File: src/hdl/u8dv_pkg.sv
// ----------------------------------------------------------------------------
// u8dv_pkg: shared types and constants for the UTF-8 stream decoder
// Status codes, register indexes, decoder state and result records.
// ----------------------------------------------------------------------------
package u8dv_pkg;

	typedef enum logic [1:0] {
		ST_OK        = 2'd0,
		ST_MALFORMED = 2'd1,
		ST_INVALID   = 2'd2,
		ST_TRUNCATED = 2'd3
	} status_t;

	localparam logic REG_CHECK_CODE_POINTS = 1'b0;
	localparam logic REG_ALLOW_LONG_FORMS  = 1'b1;

	localparam logic [30:0] CP_MAX_UNICODE = 31'h10ffff;

	typedef struct packed {
		logic        check_code_points;
		logic        allow_long_forms;
	} cfg_t;

	typedef struct packed {
		logic [2:0]  bytes_remaining;
		logic [30:0] partial_value;
		logic [2:0]  sequence_size;
		logic        discarding;
	} dec_state_t;

	typedef struct packed {
		logic [30:0] code_point;
		status_t     status;
		logic [2:0]  sequence_length;
		logic        text_end;
	} result_t;

endpackage

File: src/hdl/utf8_stream_decoder_validator.sv
// ----------------------------------------------------------------------------
// utf8_stream_decoder_validator: UTF-8 byte stream decoder and validator
// Path: an accepted byte request is registered in the input stage, decoded, and
// any result is written into the result queue, whose count drives out_valid.
// Throughput: one byte per cycle while in_stall is low, set by the input register
// and the two-entry result queue; in_stall rises once the queue could not take another result.
// Reset: arst_n clears decoder state and queue; check_code_points=1, long=0.
// ----------------------------------------------------------------------------
module utf8_stream_decoder_validator (
	input  logic        clk,
	input  logic        arst_n,
	input  logic        cfg_we,
	input  logic        cfg_index,
	input  logic        cfg_data,
	input  logic        in_valid,
	output logic        in_stall,
	input  logic [7:0]  data_byte,
	input  logic        last_byte,
	output logic        out_valid,
	input  logic        out_stall,
	output logic [30:0] code_point,
	output logic [1:0]  status,
	output logic [2:0]  sequence_length,
	output logic        text_end
);
	import u8dv_pkg::*;

	cfg_t       cfg_q;
	dec_state_t state_q;
	dec_state_t state_nxt;
	logic       valid_s1;
	logic [7:0] data_s1;
	logic       last_s1;
	logic       res_valid;
	result_t    res;
	result_t    head;
	logic [1:0] fill;
	logic [2:0] occ;
	logic       pop;
	logic       in_accept;

	assign pop       = out_valid && !out_stall;
	assign occ       = {1'b0, fill} + {2'b0, valid_s1} - {2'b0, pop};
	assign in_stall  = (occ > 3'd1);
	assign in_accept = in_valid && !in_stall;

	always_ff @(posedge clk or negedge arst_n) begin
		if (!arst_n) begin
			cfg_q.check_code_points <= 1'b1;
			cfg_q.allow_long_forms  <= 1'b0;
		end else if (cfg_we) begin
			case (cfg_index)
				REG_CHECK_CODE_POINTS: cfg_q.check_code_points <= cfg_data;
				REG_ALLOW_LONG_FORMS:  cfg_q.allow_long_forms  <= cfg_data;
				default: ;
			endcase
		end
	end

	always_ff @(posedge clk or negedge arst_n) begin
		if (!arst_n) begin
			valid_s1 <= 1'b0;
			state_q  <= '0;
		end else begin
			valid_s1 <= in_accept;
			if (valid_s1) state_q <= state_nxt;
		end
	end

	always_ff @(posedge clk) begin
		if (in_accept) begin
			data_s1 <= data_byte;
			last_s1 <= last_byte;
		end
	end

	u8dv_decode u_decode (
		.cfg       (cfg_q),
		.state_cur (state_q),
		.data_byte (data_s1),
		.last_byte (last_s1),
		.state_nxt (state_nxt),
		.res_valid (res_valid),
		.res       (res)
	);

	u8dv_out_fifo u_out_fifo (
		.clk       (clk),
		.arst_n    (arst_n),
		.push      (valid_s1 && res_valid),
		.push_data (res),
		.pop       (pop),
		.not_empty (out_valid),
		.fill      (fill),
		.head      (head)
	);

	assign code_point      = head.code_point;
	assign status          = head.status;
	assign sequence_length = head.sequence_length;
	assign text_end        = head.text_end;

`ifndef SYNTHESIS
	a_err_zero_cp: assert property (@(posedge clk) disable iff (!arst_n)
		(out_valid && status != ST_OK) |-> code_point == 31'd0)
		else $error("error result carries a code point");
	a_len_range: assert property (@(posedge clk) disable iff (!arst_n)
		out_valid |-> (sequence_length != 3'd0 && sequence_length != 3'd7))
		else $error("sequence length out of range");
	a_last_clears: assert property (@(posedge clk) disable iff (!arst_n)
		(valid_s1 && last_s1) |=> (state_q == '0))
		else $error("state not cleared after last byte");
	a_room_for_s1: assert property (@(posedge clk) disable iff (!arst_n)
		(valid_s1 && res_valid) |-> (fill != 2'd2 || pop))
		else $error("decode result with no queue room");
`endif

endmodule

File: src/hdl/u8dv_decode.sv
// ----------------------------------------------------------------------------
// u8dv_decode: per-byte decode step
// Next decoder state and optional result from the current state and one byte.
// ----------------------------------------------------------------------------
module u8dv_decode (
	input  u8dv_pkg::cfg_t       cfg,
	input  u8dv_pkg::dec_state_t state_cur,
	input  logic [7:0]           data_byte,
	input  logic                 last_byte,
	output u8dv_pkg::dec_state_t state_nxt,
	output logic                 res_valid,
	output u8dv_pkg::result_t    res
);
	import u8dv_pkg::*;

	logic [2:0]  consumed;
	logic [30:0] pv_new;
	logic [2:0]  rem_new;
	logic [30:0] min_val;
	logic        bad_cp;
	logic        lead_ok;
	logic [2:0]  lead_size;
	logic [30:0] lead_bits;

	always_comb begin
		consumed = state_cur.sequence_size - state_cur.bytes_remaining + 3'd1;
		pv_new   = {state_cur.partial_value[24:0], data_byte[5:0]};
		rem_new  = state_cur.bytes_remaining - 3'd1;

		case (state_cur.sequence_size)
			3'd2:    min_val = 31'h80;
			3'd3:    min_val = 31'h800;
			3'd4:    min_val = 31'h10000;
			3'd5:    min_val = 31'h200000;
			default: min_val = 31'h4000000;
		endcase

		bad_cp = (pv_new inside {[31'hd800:31'hdfff], 31'hfffe, 31'hffff}) ||
			(!cfg.allow_long_forms && (pv_new > CP_MAX_UNICODE));

		lead_ok   = 1'b1;
		lead_size = 3'd0;
		lead_bits = '0;
		if (data_byte[7:5] == 3'b110) begin
			lead_size = 3'd2;
			lead_bits = {26'd0, data_byte[4:0]};
		end else if (data_byte[7:4] == 4'b1110) begin
			lead_size = 3'd3;
			lead_bits = {27'd0, data_byte[3:0]};
		end else if (data_byte[7:3] == 5'b11110) begin
			lead_size = 3'd4;
			lead_bits = {28'd0, data_byte[2:0]};
		end else if (cfg.allow_long_forms && data_byte[7:2] == 6'b111110) begin
			lead_size = 3'd5;
			lead_bits = {29'd0, data_byte[1:0]};
		end else if (cfg.allow_long_forms && data_byte[7:1] == 7'b1111110) begin
			lead_size = 3'd6;
			lead_bits = {30'd0, data_byte[0]};
		end else begin
			lead_ok = 1'b0;
		end

		state_nxt           = state_cur;
		res_valid           = 1'b0;
		res.code_point      = '0;
		res.status          = ST_OK;
		res.sequence_length = 3'd1;
		res.text_end        = last_byte;

		if (state_cur.discarding) begin
			if (last_byte) state_nxt = '0;
		end else if (state_cur.bytes_remaining == 3'd0) begin
			if (!data_byte[7]) begin
				res_valid      = 1'b1;
				res.code_point = {23'd0, data_byte};
			end else if (!lead_ok) begin
				res_valid  = 1'b1;
				res.status = ST_MALFORMED;
			end else if (last_byte) begin
				res_valid  = 1'b1;
				res.status = ST_TRUNCATED;
			end else begin
				state_nxt.sequence_size   = lead_size;
				state_nxt.bytes_remaining = lead_size - 3'd1;
				state_nxt.partial_value   = lead_bits;
			end
		end else begin
			res.sequence_length = consumed;
			if (data_byte[7:6] != 2'b10) begin
				res_valid  = 1'b1;
				res.status = ST_MALFORMED;
			end else if (rem_new == 3'd0) begin
				res_valid = 1'b1;
				if (pv_new < min_val) begin
					res.status = ST_MALFORMED;
				end else if (cfg.check_code_points && bad_cp) begin
					res.status = ST_INVALID;
				end else begin
					res.code_point = pv_new;
				end
			end else if (last_byte) begin
				res_valid  = 1'b1;
				res.status = ST_TRUNCATED;
			end else begin
				state_nxt.partial_value   = pv_new;
				state_nxt.bytes_remaining = rem_new;
			end
		end

		if (res_valid) begin
			state_nxt            = '0;
			state_nxt.discarding = (res.status != ST_OK) && !last_byte;
		end
	end

endmodule

File: src/hdl/u8dv_out_fifo.sv
// ----------------------------------------------------------------------------
// u8dv_out_fifo: two-entry result queue
// Decouples the decode stage from a stalled consumer; registered outputs.
// ----------------------------------------------------------------------------
module u8dv_out_fifo (
	input  logic              clk,
	input  logic              arst_n,
	input  logic              push,
	input  u8dv_pkg::result_t push_data,
	input  logic              pop,
	output logic              not_empty,
	output logic [1:0]        fill,
	output u8dv_pkg::result_t head
);
	import u8dv_pkg::*;

	result_t    slot_q [2];
	logic       wr_ptr_q;
	logic       rd_ptr_q;
	logic [1:0] cnt_q;

	always_ff @(posedge clk or negedge arst_n) begin
		if (!arst_n) begin
			wr_ptr_q <= 1'b0;
			rd_ptr_q <= 1'b0;
			cnt_q    <= 2'd0;
		end else begin
			if (push) wr_ptr_q <= ~wr_ptr_q;
			if (pop) rd_ptr_q <= ~rd_ptr_q;
			cnt_q <= cnt_q + {1'b0, push} - {1'b0, pop};
		end
	end

	always_ff @(posedge clk) begin
		if (push) slot_q[wr_ptr_q] <= push_data;
	end

	assign not_empty = (cnt_q != 2'd0);
	assign fill      = cnt_q;
	assign head      = slot_q[rd_ptr_q];

`ifndef SYNTHESIS
	a_no_overflow: assert property (@(posedge clk) disable iff (!arst_n)
		(cnt_q == 2'd2) |-> !push || pop)
		else $error("result queue overflow");
	a_no_underflow: assert property (@(posedge clk) disable iff (!arst_n)
		pop |-> cnt_q != 2'd0)
		else $error("result queue underflow");
	a_fill_range: assert property (@(posedge clk) disable iff (!arst_n)
		cnt_q != 2'd3)
		else $error("result queue count out of range");
`endif

endmodule

File: config.mk
export PLATFORM = sky130hd
export DESIGN_NAME = utf8_stream_decoder_validator
export DESIGN_NICKNAME = d
export VERILOG_FILES = /design/src/hdl/u8dv_pkg.sv /design/src/hdl/utf8_stream_decoder_validator.sv /design/src/hdl/u8dv_decode.sv /design/src/hdl/u8dv_out_fifo.sv
export SDC_FILE = /design/constraint.sdc
export NUM_CORES = 1
export LEC_CHECK = 0
export BUFFER_PORTS_ARGS = -buffer_cell sky130_fd_sc_hd__buf_4
export CAP_MARGIN = 0
export CORE_MARGIN = 2
export CORE_UTILIZATION = 38
export DETAILED_ROUTE_END_ITERATION = 6
export SKIP_LAST_GASP = 1
export SYNTH_ARGS = -nofsm -noshare
export SYNTH_HDL_FRONTEND = slang
export SYNTH_HIERARCHICAL = 1
export SYNTH_SLANG_ARGS = --single-unit
File: constraint.sdc
create_clock -name clk -period 5.04 [get_ports clk]
set_input_delay 1.26 -clock clk [delete_from_list [all_inputs] [get_ports clk]]
set_output_delay 1.26 -clock clk [all_outputs]
set_load 0.03 [all_outputs]
==> results.rst <==
.. list-table::
   :header-rows: 1

   * - Metric
     - Value
   * - Setup repair after global routing missed its margin
     - no
   * - Min-Delay Path Class
     - register to register
   * - Quantity of hold-fixing buffers added after cts
     - 0
   * - GRT Util Overall
     - 0.150
   * - Cells after Synth
     - 430
   * - Layout cells sized above 1
     - 0.337
   * - MaxCap Viol Count
     - 0
   * - H-tree depth
     - 4
   * - Hpwl dp
     - 7.91 mm
   * - Clock insertion delay at the later pin of the skew report
     - 0.42 ns
   * - Clk buf depth
     - 2
   * - Number of input and output port buffers inserted
     - 54
   * - Ratio of total power to cell area
     - 551 nW/µm²
   * - Relative area change from synthesis to final layout
     - 19.4%
   * - Post-route ant nets
     - 0
   * - Row cnt
     - 45
   * - Global-route wire length before repair
     - 18.9 mm
   * - Number of nets produced by synthesis
     - 462
   * - Type of element launching the critical path
     - primary input
   * - Switching power summed over all nets
     - 1.32 mW
   * - Minimum period implied by the final worst setup slack
     - 4.15 ns
   * - Run status
     - complete, no violations
   * - Clock Tree Root
     - sky130_fd_sc_hd__clkbuf_16
   * - Number of antenna diodes
     - 0
   * - CTS tree
     - yes
   * - Reported leakage power
     - ~2.9 nW
   * - Total via count in the routed design
     - 3701
   * - Worst slack after detailed placement
     - 0.875 ns
   * - Worst reg2reg path endpoint
     - u_out_fifo/slot_q[1][19]
   * - Initial Util
     - 0.392
   * - I/O pin cnt
     - 55
   * - Switching Fraction
     - 0.334
   * - CP Data Arrival Time
     - ~2.9 ns
   * - Peak Freq
     - 241 MHz
   * - Worst-case reg-to-reg path depth
     - 10
   * - Clock transition time at the flip-flop clock pins of the worst setup and hold paths
     - about 0.06 ns
   * - Sequential cell fraction of total power
     - 0.370
   * - Floorplan die area
     - between 15000 and 20000 µm²
   * - Setup violations, final
     - 0
   * - Count of yosys warnings during synthesis
     - 6
   * - Vias in the first global route
     - 3650
   * - Die W
     - ~130 µm
   * - Pwr Total
     - 3.95 mW
   * - Cell internal power dissipation
     - 2.63 mW
   * - Mean instance size in the synthesized netlist
     - 14.0 µm²
   * - Slew margin rel.
     - 0.219
   * - Startpoint of the worst register-to-register path
     - state_q[36]
   * - Number of antenna violations at the first check in global routing
     - 0
   * - Final wirelength
     - roughly 12 mm
   * - Start point of the critical path
     - out_stall
   * - Area of the core region
     - 15300 µm²
   * - Crit. End Element
     - output pin
   * - DRC violation total after the first TritonRoute iteration
     - 250
   * - Count of endpoints failing hold in the final timing report
     - 0
   * - Final worst setup slack
     - roughly 0.89 ns
   * - Aggregate negative setup slack
     - 0 ns
   * - Clock Sinks
     - 122
   * - Part of the power in combinational logic
     - 0.314
   * - Part of the cycle the worst path needs
     - 0.823
   * - Cell area after synthesis
     - 6000 µm²
   * - GR Overflow Total
     - 0
   * - CP max FO
     - 3
   * - Chip height
     - 130 µm
   * - Data required time at the worst endpoint
     - about 3.8 ns
   * - Clock network fraction of design power
     - 0.316
   * - Minimum setup slack among reg-to-reg paths
     - 1.76 ns
   * - Start-to-end type of the worst setup path
     - primary input to output pin
   * - Detailed-routing iteration count for the pre-antenna-repair pass
     - 4
   * - Max Slew Vio Count
     - 0
   * - Detailed-route wire length per cell
     - 16.8 µm
   * - Capture point of the critical path
     - in_stall
   * - Post-CTS Repair Setup Buffers
     - 0
   * - Worst supply voltage drop on vdd
     - just under 0.4 mV
   * - Vias per inst
     - between 5 and 6
   * - Post-cts resize count
     - 0
   * - Slew at the pin with the worst max-slew slack
     - 1.17 ns
   * - CTS Buf Count
     - 17
   * - Final net count
     - slightly above 500
   * - Number of remaining DRC errors
     - 0
   * - Weighted congestion at the end of routability-driven global placement
     - ~0.89
   * - Worst clock skew
     - 0.00846 ns
   * - Largest net degree at the start of global routing
     - 40
## per-layer routing
metal	vias up	GRT usage	routed length [µm]
met3	16	0.0425	635
li1	1752	-	-
met5	-	0	0
met4	0	0.0670	170
met2	106	0.241	5760
met1	1827	0.188	5350
## cell usage in the layout (no fill, tap or decap), drive strengths merged, types with 4 or more instances in the layout
cell    instances
a22o           20
nand3          11
dfrtp          38
ha             15
xor2            4
clkbuf         20
nand2          16
edfxtp         83
buf            57
inv            13
a211oi          5
or4             5
clkinv          8
nor2b          10
o21ai          11
mux2           71
a32o            6
and2           28
nor3            4
bufinv          4
nor2           11
a21oi          13
## worst max-delay path, cell delays in order
cell	delay, ns
sky130_fd_sc_hd__buf_4	0.11
sky130_fd_sc_hd__nor2b_1	0.25
sky130_fd_sc_hd__ha_1	0.29
sky130_fd_sc_hd__nand2b_1	0.15
sky130_fd_sc_hd__fa_1	0.39
sky130_fd_sc_hd__xnor2_1	0.19
sky130_fd_sc_hd__nand2_1	0.07
sky130_fd_sc_hd__buf_4	0.16
## registers in the layout, indices dropped and copies added, names as in the netlist
signal,count
u_out_fifo/slot_q,74
state_q,32
data_s1,8
cfg_q,2
u_out_fifo/fill,2
last_s1,1
u_out_fifo/rd_ptr_q,1
u_out_fifo/wr_ptr_q,1
valid_s1,1
## power groups by stage
| stage | Sequential (mW) | Combinational (mW) | Clock [mW] |
|---|---|---|---|
| after floorplan | 1.34 | 1.02 | 0 |
| after detailed placement | 1.49 | 1.25 | 0 |
| after CTS | 1.47 | 1.25 | 1.27 |
| final | 1.46 | 1.24 | 1.25 |
| after global placement | 1.48 | 1.23 | 0 |
| after global routing | 1.49 | 1.34 | 1.31 |
## metrics by stage
stage                     std cells  utilization  cell area, µm²  hold WS, ns
after floorplan                 430            -            6000        0.453
after global placement          678        0.428            6560        0.509
after detailed placement        678        0.428            6560        0.509
after CTS                       710        0.468            7170        0.522
after global routing            710        0.468            7170        0.539
final                           710        0.468            7170        0.516
## layout make-up
class | instances | area, µm²
Clock buffer | 20 | 437
Clock inverter | 12 | 174
Fill cell | 1429 | 8150
Inverter | 14 | 52.6
Multi-Input combinational cell | 274 | 2340
Sequential cell | 122 | 3470
Tap cell | 211 | 264
Timing Repair Buffer | 57 | 428
## how the worst min path moves through the flow
| stage | cells after the start | from | slack, ns | end |
|---|---|---|---|---|
| 6_report | 1 | u_out_fifo/fill[0] | 0.52 | u_out_fifo/fill[0] |
| 5_1_grt | 1 | u_out_fifo/fill[0] | 0.54 | u_out_fifo/fill[0] |
| 4_1_cts | 1 | u_out_fifo/fill[0] | 0.52 | u_out_fifo/fill[0] |
| 3_5_place_dp | 1 | u_out_fifo/fill[0] | 0.51 | u_out_fifo/fill[0] |
| 3_3_place_gp | 1 | u_out_fifo/fill[0] | 0.51 | u_out_fifo/fill[0] |
| 2_1_floorplan | 1 | u_out_fifo/wr_ptr_q | 0.45 | u_out_fifo/wr_ptr_q |
Note: power is estimated with default switching activity, not from simulation.
